`src/design/mud_pkg.sv`:
```
// Shared types and constants for the Manchester UART deframer.
`timescale 1ns / 1ps
`default_nettype none

package mud_pkg;

    localparam logic [1:0] PAIR_ZERO = 2'b10;
    localparam logic [1:0] PAIR_ONE  = 2'b01;

    localparam int FRAME_PAIRS = 10;
    localparam int BYTE_PAIRS  = 4;

    localparam logic [3:0] PHASE_START = 4'd0;
    localparam logic [3:0] PHASE_STOP  = 4'(FRAME_PAIRS - 1);

    typedef struct packed {
        logic [3:0] phase;
        logic [7:0] shift;
        logic       start_err;
        logic       code_err;
        logic       stop_err;
    } frame_state_t;

    typedef struct packed {
        logic       valid;
        logic [7:0] data_byte;
        logic       start_error;
        logic       stop_error;
        logic       code_error;
    } frame_result_t;

endpackage

`default_nettype wire

```
`src/design/mud_frame_step.sv`:
```
// Decodes the four Manchester pairs of one raw byte against the frame state.
`timescale 1ns / 1ps
`default_nettype none

module mud_frame_step
    import mud_pkg::*;
(
    input  wire logic [7:0]    raw_byte,
    input  wire logic          packet_start,
    input  wire frame_state_t  state_cur,
    output frame_state_t       state_next,
    output frame_result_t      result
);

    always_comb begin
        frame_state_t st;
        frame_result_t res;
        logic [1:0] pair;

        st  = state_cur;
        res = '0;
        if (packet_start || (st.phase > PHASE_STOP)) begin
            st.phase = PHASE_START;
        end
        for (int k = 0; k < BYTE_PAIRS; k++) begin
            pair = raw_byte[(BYTE_PAIRS - 1 - k) * 2 +: 2];
            if (st.phase == PHASE_START) begin
                st.shift     = '0;
                st.start_err = (pair != PAIR_ZERO);
                st.code_err  = 1'b0;
                st.stop_err  = 1'b0;
            end else if (st.phase == PHASE_STOP) begin
                if (pair != PAIR_ONE) begin
                    st.stop_err = 1'b1;
                end
                res.valid       = 1'b1;
                res.data_byte   = st.shift;
                res.start_error = st.start_err;
                res.stop_error  = st.stop_err;
                res.code_error  = st.code_err;
            end else begin
                st.shift = {(pair == PAIR_ONE), st.shift[7:1]};
                if ((pair != PAIR_ONE) && (pair != PAIR_ZERO)) begin
                    st.code_err = 1'b1;
                end
            end
            if (st.phase == PHASE_STOP) begin
                st.phase = PHASE_START;
            end else begin
                st.phase = st.phase + 4'd1;
            end
        end
        state_next = st;
        result     = res;
    end

endmodule

`default_nettype wire

```
`src/design/manchester_uart_deframer_unit.sv`:
```
// Top level of the Manchester UART deframer: input register, frame state and result register.
//
// The input channel takes one raw radio byte per word: four Manchester pairs,
// first pair in bits 7:6, with s_packet_start marking the first byte of a packet.
// The result channel gives one decoded UART 8N1 data byte per completed frame,
// with flags for a bad start pair, a bad stop pair and an invalid data pair.
// A raw byte completes at most one frame, so most input words give no result.
// An accepted word is held in the input register until the result side
// can take it and is then decoded in a single pass; any result goes into
// the result register. One word is accepted every cycle while the result side keeps up.
// When the receiver stalls, the result register holds its word, the input
// register holds the next one, and s_ready drops only when both are full.
// Reset empties both registers and returns the frame phase to the start pair.
`timescale 1ns / 1ps
`default_nettype none

module manchester_uart_deframer_unit
    import mud_pkg::*;
(
    input  wire logic       aclk,
    input  wire logic       aresetn,
    input  wire logic       s_valid,
    output logic            s_ready,
    input  wire logic [7:0] s_raw_byte,
    input  wire logic       s_packet_start,
    output logic            m_valid,
    input  wire logic       m_ready,
    output logic [7:0]      m_data_byte,
    output logic            m_start_error,
    output logic            m_stop_error,
    output logic            m_code_error
);

    logic          in_valid_reg;
    logic [7:0]    in_raw_reg;
    logic          in_pkt_reg;
    frame_state_t  state_reg;
    frame_state_t  state_next;
    frame_result_t step_result;
    logic          out_valid_reg;
    logic [7:0]    out_data_reg;
    logic          out_start_reg;
    logic          out_stop_reg;
    logic          out_code_reg;
    logic          advance;

    assign advance = in_valid_reg && (!out_valid_reg || m_ready);
    assign s_ready = !in_valid_reg || advance;

    mud_frame_step u_step (
        .raw_byte     (in_raw_reg),
        .packet_start (in_pkt_reg),
        .state_cur    (state_reg),
        .state_next   (state_next),
        .result       (step_result)
    );

    always_ff @(posedge aclk) begin
        if (!aresetn) begin
            in_valid_reg <= 1'b0;
        end else if (s_ready) begin
            in_valid_reg <= s_valid;
        end
    end

    always_ff @(posedge aclk) begin
        if (s_ready && s_valid) begin
            in_raw_reg <= s_raw_byte;
            in_pkt_reg <= s_packet_start;
        end
    end

    always_ff @(posedge aclk) begin
        if (!aresetn) begin
            state_reg <= '0;
        end else if (advance) begin
            state_reg <= state_next;
        end
    end

    always_ff @(posedge aclk) begin
        if (!aresetn) begin
            out_valid_reg <= 1'b0;
        end else if (advance) begin
            out_valid_reg <= step_result.valid;
        end else if (m_ready) begin
            out_valid_reg <= 1'b0;
        end
    end

    always_ff @(posedge aclk) begin
        if (advance && step_result.valid) begin
            out_data_reg  <= step_result.data_byte;
            out_start_reg <= step_result.start_error;
            out_stop_reg  <= step_result.stop_error;
            out_code_reg  <= step_result.code_error;
        end
    end

    assign m_valid       = out_valid_reg;
    assign m_data_byte   = out_data_reg;
    assign m_start_error = out_start_reg;
    assign m_stop_error  = out_stop_reg;
    assign m_code_error  = out_code_reg;

endmodule

`default_nettype wire

```
`config.mk`:
```
export PLATFORM = sky130hd
export DESIGN_NAME = manchester_uart_deframer_unit
export DESIGN_NICKNAME = d
export VERILOG_FILES = /design/src/design/mud_pkg.sv /design/src/design/mud_frame_step.sv /design/src/design/manchester_uart_deframer_unit.sv
export SDC_FILE = /design/constraint.sdc
export NUM_CORES = 1
export LEC_CHECK = 0
export BUFFER_PORTS_ARGS = -buffer_cell sky130_fd_sc_hd__buf_2
export CORE_ASPECT_RATIO = 1.1
export CORE_MARGIN = 5
export CORE_UTILIZATION = 34
export CTS_CLUSTER_DIAMETER = 30
export DETAILED_ROUTE_END_ITERATION = 10
export REMOVE_ABC_BUFFERS = 1
export SYNTH_ARGS = -nofsm -noshare
export SYNTH_HDL_FRONTEND = slang
export SYNTH_SLANG_ARGS = --single-unit
export TNS_END_PERCENT = 20
```
`constraint.sdc`:
```
create_clock -name aclk -period 13.7 [get_ports aclk]
set_clock_uncertainty 0.15 [all_clocks]
set_input_delay 0 -clock aclk [delete_from_list [all_inputs] [get_ports aclk]]
set_output_delay 0 -clock aclk [all_outputs]
set_load 0.1 [all_outputs]
```
# Yosys cells after proc, flatten, opt, wreduce, memory -nomap -nowiden
# Index checks and enable logic that the tools add are counted.
# totals
output_inout_bits,13
wordCells,102
regBits,37
input_bits,13
# op_classes
reduce_logical,17
muxes,51
addsub,4
n_eq_ne,16
order_cmp,1
# ops
cell,n
$mux 12,8
$mux 8,8
$mux 1,26
$mux 4,5
$add 4x1->4 const B,4
$eq 4x4->1 const B,4
$logic_not 4->1,4
$eq 2x1->1 const B,4
$mux 2,4
$ne 2x1->1 const B,4
$ne 2x2->1 const B,4
$logic_and 1x1->1,7
$gt 4x4->1 const B,1
$logic_or 1x1->1,3
$logic_not 1->1,2
$reduce_bool 2->1,1

# Logic depth before layout (Yosys ltp)
# Gate-level depths: netlist of the first run.
# depth
word_depth,20
ltp_mapped,21

# Hierarchy
# Synthesis of the first run repeated with hierarchy kept, for this count alone.
# unflattened
hier_cells,267
area_unflattened_um2,2446.1
# modules_own_cells
module,n_inst,cells_per_inst,area_per_inst_um2,seq_area_each_um2
manchester_uart_deframer_unit,1,97,1308.8,940.9
mud_frame_step,1,170,1137.3,0.0

# Worst setup path after synthesis of the first run
# No wires, ideal clock.
# synth_path
kind,register to register
startpoint,register state_reg[14] in the netlist's numbering
endpoint,"register out_code_reg (netlist: m_code_error), enable pin"
period_less_slack_ns,4.399
setup_time_ns,0.388
t_arrival_ns,3.862
path_slack_ns,9.301
n_path_buf,4
path_stages_with_launch,19
cell_sequence,dfxtp_1 buf_2 o21a_1 nor2_1 nand2_2 inv_2 buf_6 ha_1 or4b_4 nand3_2 and2_4 buf_6 inv_1 ha_1 xnor2_1 and4_1 clkbuf_1 nor2_4 a31oi_1
# synth_via
elab_chain_len,13
# synth_rtl
element,line,rtl
start: declaration,manchester_uart_deframer_unit.sv:37,frame_state_t state_reg;
start signal: assignment,manchester_uart_deframer_unit.sv:77,state_reg <= state_next;
$gt 4x4->1,mud_frame_step.sv:22,if (packet_start || (st.phase > PHASE_STOP)) begin
$logic_or 1x1->1,mud_frame_step.sv:22,
$mux 4 (*),mud_frame_step.sv:22,
$add 4x1->4 or $eq 4x4->1 (tied branches),"mud_frame_step.sv:50, mud_frame_step.sv:32, mud_frame_step.sv:47",
$mux 4 or $mux 12 (tied branches),"mud_frame_step.sv:47, mud_frame_step.sv:32",
$add 4x1->4 (tied with other cells),mud_frame_step.sv:50,st.phase = st.phase + 4'd1;
$mux 4 or $mux 12 (tied branches),"mud_frame_step.sv:47, mud_frame_step.sv:32",
$add 4x1->4 (tied with other cells),mud_frame_step.sv:50,
$mux 4 or $mux 12 (tied branches),"mud_frame_step.sv:47, mud_frame_step.sv:32",
$eq 4x4->1 or $mux 12 (tied branches),"mud_frame_step.sv:32, mud_frame_step.sv:27",
$mux 12,mud_frame_step.sv:32,end else if (st.phase == PHASE_STOP) begin
$mux 12 (*),mud_frame_step.sv:27,if (st.phase == PHASE_START) begin
$logic_and 1x1->1 (*),manchester_uart_deframer_unit.sv:92,if (advance && step_result.valid) begin
end signal: assignment,manchester_uart_deframer_unit.sv:96,out_code_reg <= step_result.code_error;
end: declaration,manchester_uart_deframer_unit.sv:44,logic out_code_reg;
# Mark *: on every way between the ends. The rest lies on a longest branch, timed or not.
# A chain may end at the register's enable or synchronous reset.

# Worst setup path after layout of the first run
# layout_path
startpoint,register state_reg[14] in the netlist's numbering
endpoint,register out_valid_reg (netlist: m_valid)
# layout_via
elab_chain_len,13
# layout_rtl
element,line,rtl
$gt 4x4->1,mud_frame_step.sv:22,
$logic_or 1x1->1,mud_frame_step.sv:22,
$mux 4 (*),mud_frame_step.sv:22,
$add 4x1->4 or $eq 4x4->1 (tied branches),"mud_frame_step.sv:50, mud_frame_step.sv:32, mud_frame_step.sv:47",
$mux 4 or $mux 12 (tied branches),"mud_frame_step.sv:47, mud_frame_step.sv:32",
$add 4x1->4 (tied with other cells),mud_frame_step.sv:50,
$mux 4 or $mux 12 (tied branches),"mud_frame_step.sv:47, mud_frame_step.sv:32",
$add 4x1->4 (tied with other cells),mud_frame_step.sv:50,
$mux 4 or $mux 12 (tied branches),"mud_frame_step.sv:47, mud_frame_step.sv:32",
$eq 4x4->1 or $mux 12 (tied branches),"mud_frame_step.sv:32, mud_frame_step.sv:27",
$mux 12,mud_frame_step.sv:32,
$mux 12 (*),mud_frame_step.sv:27,
$mux 1 (*),manchester_uart_deframer_unit.sv:84,end else if (advance) begin
end signal: assignment,manchester_uart_deframer_unit.sv:85,out_valid_reg <= step_result.valid;
end: declaration,manchester_uart_deframer_unit.sv:40,logic out_valid_reg;
# Marked as above.

==> results by group, run 1 <==
Power and ir drop
  • Switching pwr: about 58 uW
  • Maximum VDD drop: 0.00004295 V
  • Logic pwr share: 10.4%
  • Leak Pwr: 0.001270 uW
  • Seq pwr share: around 51%
  • Sw Share: about a quarter
  • Cell area power density: about 77 nW/um^2
  • Total power: 242.5 uW
  • Cell Int Power: 185.0 uW
  • Clock power frac: 38.8%

Floorplanning
  • Initial Util: between 30% and 40%
  • I/O Pins: 26
  • Die ar.: between 9000 and 10,000 um^2
  • Core footprint: 7828 um^2
  • Die Ht: between 100 and 150 um
  • Die width: 94.85 um
  • Site Rows: 34

Critical path
  • Crit Path Category: reg -> reg
  • Critical Path Max Stage Delay: 0.83 ns
  • Critical path, cell by cell: o21a_1, nor2_1, nand2_2, inv_2, ha_1, or4b_4, nand3_2, and2_4, inv_1, ha_1, xnor2_1, and4_1, nor2_4, a31oi_1, o21a_1, dlygate4sd3_1
  • Critical path's top delay family: simple AND/OR/NAND/NOR gates
  • Setup crit end kind: flop
  • CP max stage cell: a31oi_1
  • Arrival @ worst endpoint: ~5.5 ns
  • Worst path bufs/invs: 3
  • Startpoint Class: flop
  • CP required: around 14 ns
  • Peak fanout along the critical path: 14

Final layout
  • Final #Nets: between 300 and 400
  • Area grow syn2layout: 16.31%
  • Antenna Cells: 0
  • Max FFs per register: 15
  • Fin cells: around 430
  • Filler Cell Count: around 800
  • Post-layout util: between 40% and 50%
  • Layout cell share with drive strength beyond 1: 19.00%

Logic synthesis
  • Synth top area cells: edfxtp_1 22%, dfxtp_1 13%, ha_1 7.4%
  • Post-synth cell types: 71
  • Syn Std Cell Area: around 2700 um^2
  • Top cell type's share of synthesized area: around 22%
  • Synth cell count leaders: 27 x nand2_1, 20 x a21oi_1, 20 x edfxtp_1
  • Warnings, synthesis: 0
  • Cells after Synth: around 290
  • Syn_area_per_cell: between 9 and 10 um^2
  • Async SR Flop Fraction: 0%
  • Number of synthesized flops with an enable pin: 20
  • Post-synth top area cell: edfxtp_1
  • Register bit total from synthesis: 37
  • Most common cell in the synthesized netlist: nand2_1
  • Main synth FF type: edfxtp_1
  • Sequential share of the synthesized area: a little over a third

Global routing
  • Number of global-route vias before repair: between 2,000 and 2,500
  • GRT overflow: 0
  • Largest net degree at the start of global routing: 16
  • Initial antenna violation count: 0
  • First-pass GRT wire length: between 10 and 15 mm
  • Gr usage total: between 10% and 20%

Routing
  • Vias per cell: between 5 and 6
  • Post-Route WL: 6.715 mm
  • Routed wire per std cell: 15.65 um
  • Routed Antenna Nets: 0
  • DRC Markers: 0
  • Detailed Route Iter0 Violations: between 150 and 200
  • Via count: ~2,300
  • Pre-antenna DRT Iters: 4

Flow run
  • Total of max-cap violations: 0

Run status
  • Outcome: finished, final reports clean

STA
  • Setup total negative slack: 0 ns
  • Final critical-path required period: approximately 5.4 ns
  • Fin. max-slew vios: 0
  • Fmax: approximately 180 MHz
  • Relative slew slack: 34.12%
  • Endpoints failing hold: 0
  • Final hold slack: between 0.1 and 0.15 ns
  • Final Cycle Share: just under 40%
  • Final setup viols: 0
  • RSZ-0062 raised after global routing: false
  • Actual slew at the worst max-slew pin: just under 1 ns

Placement
  • Placed cells: a little over 400
  • Gpl congestion: just under 1
  • # port buffers: 25
  • Detailed Place HPWL: between 4 and 5 mm

Clock tree
  • Cts bufs inserted: 5
  • CTS tree: done
  • Skew-Pair Late Insertion Delay: ~0.29 ns
  • H-tree depth: 2
  • Post_cts resized: 0
  • Clock transition at path regs: approximately 0.080 ns
  • CTS root buf: clkbuf_8
  • Sink Count: 37
  • Clock Path Buffers: 2

Hold path
  • Hold Crit Class: in -> reg
-- cells in the final DEF (no fill, tap or decap), types with 2 or more instances in the layout --
cell / Yosys / routed
o21a_1: 3 / 3
ha_1: 16 / 16
a221oi_1: 2 / 2
nor2b_1: 6 / 6
a22oi_1: 4 / 4
nor3b_2: 2 / 2
a31oi_1: 7 / 7
o31ai_1: 4 / 4
nor3b_1: 2 / 2
nand3_1: 6 / 6
a211oi_1: 3 / 3
nor2_2: 2 / 2
clkbuf_8: 0 / 5
edfxtp_1: 20 / 20
a21oi_2: 3 / 3
nand2_2: 2 / 2
a32oi_1: 4 / 4
nor3_1: 2 / 2
o21ai_0: 17 / 17
dfxtp_1: 17 / 17
nand4_1: 3 / 3
a21boi_0: 2 / 2
buf_2: 3 / 25
a21oi_1: 20 / 20
o21ai_1: 2 / 2
dlygate4sd3_1: 0 / 14
nor2_1: 11 / 11
and3_1: 2 / 2
mux2i_1: 8 / 8
inv_1: 16 / 16
nand2_1: 27 / 27
nand2b_1: 4 / 4
a22o_1: 9 / 9
xnor2_1: 2 / 2
a31oi_4: 2 / 2
o22ai_1: 4 / 4
and2_1: 6 / 6
-- cell type report --
class	count	area, um^2	area share, %
multi-input combinational	219	1609	51.38
tap	108	135.1	4.315
clock inverter	3	41.29	1.318
sequential	37	940.9	30.04
inverter	17	63.81	2.038
timing repair buffer	40	272.8	8.710
clock buffer	5	68.82	2.197
-- power groups by stage --
| stage | clock network, uW | registers [uW] | logic [uW] |
|---|---|---|---|
| after floorplan | 0 | 125 | 16.0 |
| after CTS | 96.7 | 123 | 25.1 |
| final | 94.1 | 123 | 25.2 |
| after detailed placement | 0 | 126 | 22.2 |
| after global routing | 101 | 124 | 28.3 |
| after global placement | 0 | 126 | 22.2 |
-- logic make-up after synthesis --
group           Yosys count  share of synthesized area, %
mux                      10                         3.950
buf+inv                  31                         5.297
simple gates             88                         19.47
fa+ha+maj                16                         7.435
compound gates          102                         27.93
flops                    37                         34.94
xor+xnor                  3                        0.9760
-- per-layer routing --
layer	up-vias	track usage, %	wire, um
met3	10	1.737	381
met4	0	6.548	124
met5	-	0	0
met2	76	24.78	3297
li1	1149	-	-
met1	1114	18.17	2912
-- worst register-to-register path, cell delays in order, from the launching register on --
cell           delay [ns]
dfxtp_1              0.46
o21a_1               0.21
nor2_1               0.16
nand2_2              0.16
inv_2                0.28
ha_1                 0.29
or4b_4               0.48
nand3_2              0.12
and2_4               0.22
inv_1                0.08
ha_1                 0.25
xnor2_1              0.22
and4_1               0.61
nor2_4               0.15
a31oi_1              0.83
o21a_1               0.18
dlygate4sd3_1        0.54
-- what timing repair did --
| item | 4_1_cts | 5_1_grt |
|---|---|---|
| setup buffers | 0 | 0 |
| endpoints found under the setup margin | 0 | 0 |
| hold buffers | 14 | 0 |
| endpoints found under the hold margin | 16 | 0 |
-- stage by stage --
| step | setup WS, ns | cell area (um^2) |
|---|---|---|
| after detailed placement | 8.569 | 2882 |
| after CTS | 8.360 | 3132 |
| after floorplan | 9.293 | 2614 |
| after global routing | 7.952 | 3132 |
| final | 8.278 | 3132 |
| after global placement | 8.760 | 2882 |
-- final timing paths --
kind / to / startpoint / cells past startpoint / slack, ns
hold reg to reg: state_reg[3] / state_reg[3] / 1 / 0.34
hold / removal: state_reg[2] / m_ready / 4 / 0.11
setup / recovery: m_valid / state_reg[14] / 16 / 8.28
setup reg to reg: m_valid / state_reg[14] / 16 / 8.28
Note: power is estimated with default switching activity, not from simulation.
==> run 2, diff against run 1 <==
- clock period: 13.7 -> 4.6 ns (I/O delays scaled with it)
==> run 2 against run 1 <==
Compared with the run above:
- sequential power grew to 3.0 times the previous value
- worst setup slack worse by 8.0 ns
- final cell count rose by 0.93%
- clock-buffer cell count is the same
- global-route usage grew 0.36 points
- combinational power grew to 3.1 times the previous value
- via count is 0.26% higher
- critical path depth fell by 1
- first-iteration DRC count down 13%
- die area stayed put
- wire length about the same
- sequential cell count did not move
- largest power group unchanged
==> results by group, run 2 (synthesis results as in run 1) <==
Run status
  • Outcome: finished, final reports clean

Final layout
  • Most common cell after layout, fill and taps aside: nand2_1
  • Max FFs per register: 15 (unchanged)
  • Finished Cell Area: 3168 um^2 (+1.2%)
  • Commonest non-fill, non-tap cells in the layout: 27 x nand2_1, 25 x buf_2, 20 x a21oi_1, 20 x edfxtp_1
  • Antenna Cells: 0 (unchanged)
  • Area grow syn2layout: 17.66%
  • Layout cell share with drive strength beyond 1: 20.62% (+1.6 points)
  • Post-layout util: 40.47% (+0.46 points)
  • Final #Nets: 353 (+1.1%)
  • Filler Cell Count: 797 (-0.62%)

Routing
  • DRC Markers: 0 (unchanged)
  • Via count: 2,355 (+0.26%)
  • Detailed Route Iter0 Violations: 160 (-13%)
  • Post-Route WL: 6.710 mm (about the same)
  • Routed Antenna Nets: 0 (unchanged)
  • Pre-antenna DRT Iters: 4 (unchanged)
  • Vias per cell: 5.439 (-0.67%)
  • Routed wire per std cell: 15.50 um (-1.0%)

STA
  • Final critical-path required period: 4.321 ns (-1.101 ns)
  • Endpoints failing hold: 0 (unchanged)
  • Setup ws final: 0.2791 ns (-7.999 ns)
  • RSZ-0062 raised after global routing: false
  • Setup total negative slack: 0 ns (unchanged)
  • Relative slew slack: 48.75% (+15 points)
  • Final hold slack: 0.2578 ns (+0.1444 ns)
  • Final setup viols: 0 (unchanged)
  • Fmax: 231.4 MHz (+25%)
  • Fin. max-slew vios: 0 (unchanged)
  • Actual slew at the worst max-slew pin: 0.7683 ns (-0.2153 ns)
  • Final Cycle Share: 93.93% (+54 points)

Floorplanning
  • Initial Util: 34.40% (unchanged)
  • I/O Pins: 26 (unchanged)
  • Die Ht: 103.3 um (unchanged)
  • Die ar.: 9801 um^2 (unchanged)
  • Core footprint: 7828 um^2 (unchanged)
  • Site Rows: 34 (unchanged)
  • Die width: 94.85 um (unchanged)

Global routing
  • Largest net degree at the start of global routing: 16 (unchanged)
  • Gr usage total: 14.80% (+0.36 points)
  • First-pass GRT wire length: 11.37 mm (+2.4%)
  • GRT overflow: 0 (unchanged)
  • Initial antenna violation count: 0 (unchanged)
  • Number of global-route vias before repair: 2,275 (+0.26%)

Clock tree
  • Cts bufs inserted: 5 (unchanged)
  • CTS tree: done
  • H-tree depth: 2 (unchanged)
  • Clock Path Buffers: 2 (unchanged)
  • Sink Count: 37 (unchanged)
  • Skew-Pair Late Insertion Delay: 0.30 ns (about the same)
  • Clock transition at path regs: 0.09 ns (about the same)
  • CTS root buf: clkbuf_8

Critical path
  • Setup crit end kind: flop
  • CP required: 4.45 ns (-9.34 ns)
  • R2R depth: 15 (-1)
  • Arrival @ worst endpoint: 4.17 ns (-1.34 ns)
  • Worst path most repeated cell: ha_1
  • Peak fanout along the critical path: 13 (-1)
  • FF-to-FF Start: state_reg[13]
  • Critical Path Max Stage Delay: 0.49 ns (-0.34 ns)
  • Critical path, cell by cell: o21a_1, nor2_1, nand2_2, inv_2, ha_1, or4b_4, nand3_2, and2_4, inv_1, ha_1, xnor2_1, and4_2, nor2_4, a31oi_1, buf_4
  • Reg-to-reg setup timing slack: 0.28 ns (-8.00 ns)
  • Critical path's top delay family: simple AND/OR/NAND/NOR gates
  • CP max stage cell: or4b_4
  • WP depth: 15 (-1)
  • Startpoint Class: flop
  • Worst path bufs/invs: 3 (unchanged)
  • Crit Reg-Reg Endpoint: m_data_byte[1]
  • Crit Path Category: reg -> reg
  • Worst setup path endpoint: m_data_byte[1]
  • Worst setup path startpoint: state_reg[13]

Placement
  • # port buffers: 25 (unchanged)
  • Detailed Place HPWL: 4.841 mm (-1.0%)
  • Placed Area: 2912 um^2 (+1.0%)
  • Place WS: 0.2654 ns (-8.303 ns)
  • Gpl congestion: 0.9177 (-6.4%)

Power and ir drop
  • Cell Int Power: 555.1 uW (+200%)
  • Logic pwr share: 10.7% (+0.3 points)
  • Clock power frac: 39.7% (+0.9 points)
  • Switching pwr: 180.1 uW (+210%)
  • Cell area power density: 232.1 nW/um^2 (+200%)
  • Maximum VDD drop: 0.0001334 V (+210%)
  • Seq pwr share: 49.6% (-1.2 points)
  • Sw Share: 24.49% (+0.78 points)
  • Leak Pwr: 0.001290 uW (+1.5%)

Flow run
  • Total of max-cap violations: 0 (unchanged)

Hold path
  • Hold Crit Class: in -> reg
==> run 2: changes by cell type in the layout (fill, tap and decap cells not counted) <==
| cell | previous run | this run |
|---|---|---|
| clkinv_1 | 1 | 0 |
| buf_4 | 1 | 5 |
| and4_1 | 1 | 0 |
| clkinv_4 | 0 | 1 |
| and4_2 | 1 | 2 |
==> run 2: per-layer routing <==
metal	track usage, %	wire length (um)	vias up
met5	0	0	-
met4	6.215	164	0
met3	1.809	343	14
met2	24.89	3285	83
met1	19.23	2916	1103
li1	-	-	1155
==> run 2: power by group through the flow <==
stage	Sequential [uW]	Clock (uW)	Combinational [uW]
floorplan	372	0	47.5
global placement	372	0	69.3
detailed placement	372	0	69.2
CTS	364	298	78.4
global route	366	315	88.8
finish	364	292	78.8
==> run 2: cell type report <==
class                   count  area [um^2]  area share [%]
clock buffers               5        68.82           2.172
clock inverters             3        46.29           1.461
inverters                  17        63.81           2.014
multi-input cells         219         1610           50.83
flip-flops and latches     37        940.9           29.70
well taps                 108        135.1           4.265
repair buffers             44        302.8           9.558
==> run 2: stage by stage <==
stage,power [uW],std cells
final,735.2,433
after global routing,770.2,433
after CTS,741.2,433
after detailed placement,441.2,411
after global placement,440.9,411
after floorplan,419.4,273
==> run 2: worst min-delay path by stage <==
| stage | startpoint | endpoint | slack (ns) | depth (start not counted) |
|---|---|---|---|---|
| after global routing | s_raw_byte[4] | in_raw_reg[4] | 0.26 | 2 |
| final | s_packet_start | in_pkt_reg | 0.26 | 2 |
| after detailed placement | s_packet_start | in_pkt_reg | 0.03 | 1 |
| after floorplan | s_packet_start | in_pkt_reg | -0.05 | 0 |
| after global placement | s_packet_start | in_pkt_reg | 0.03 | 1 |
| after CTS | s_packet_start | in_pkt_reg | 0.25 | 2 |
==> run 2: what timing repair did <==
item | in CTS | in global routing
resized for setup | 0 | 1
setup buffers | 0 | 0
endpoints found under the hold margin | 16 | 0
hold buffers | 14 | 0
endpoints found under the setup margin | 0 | 11
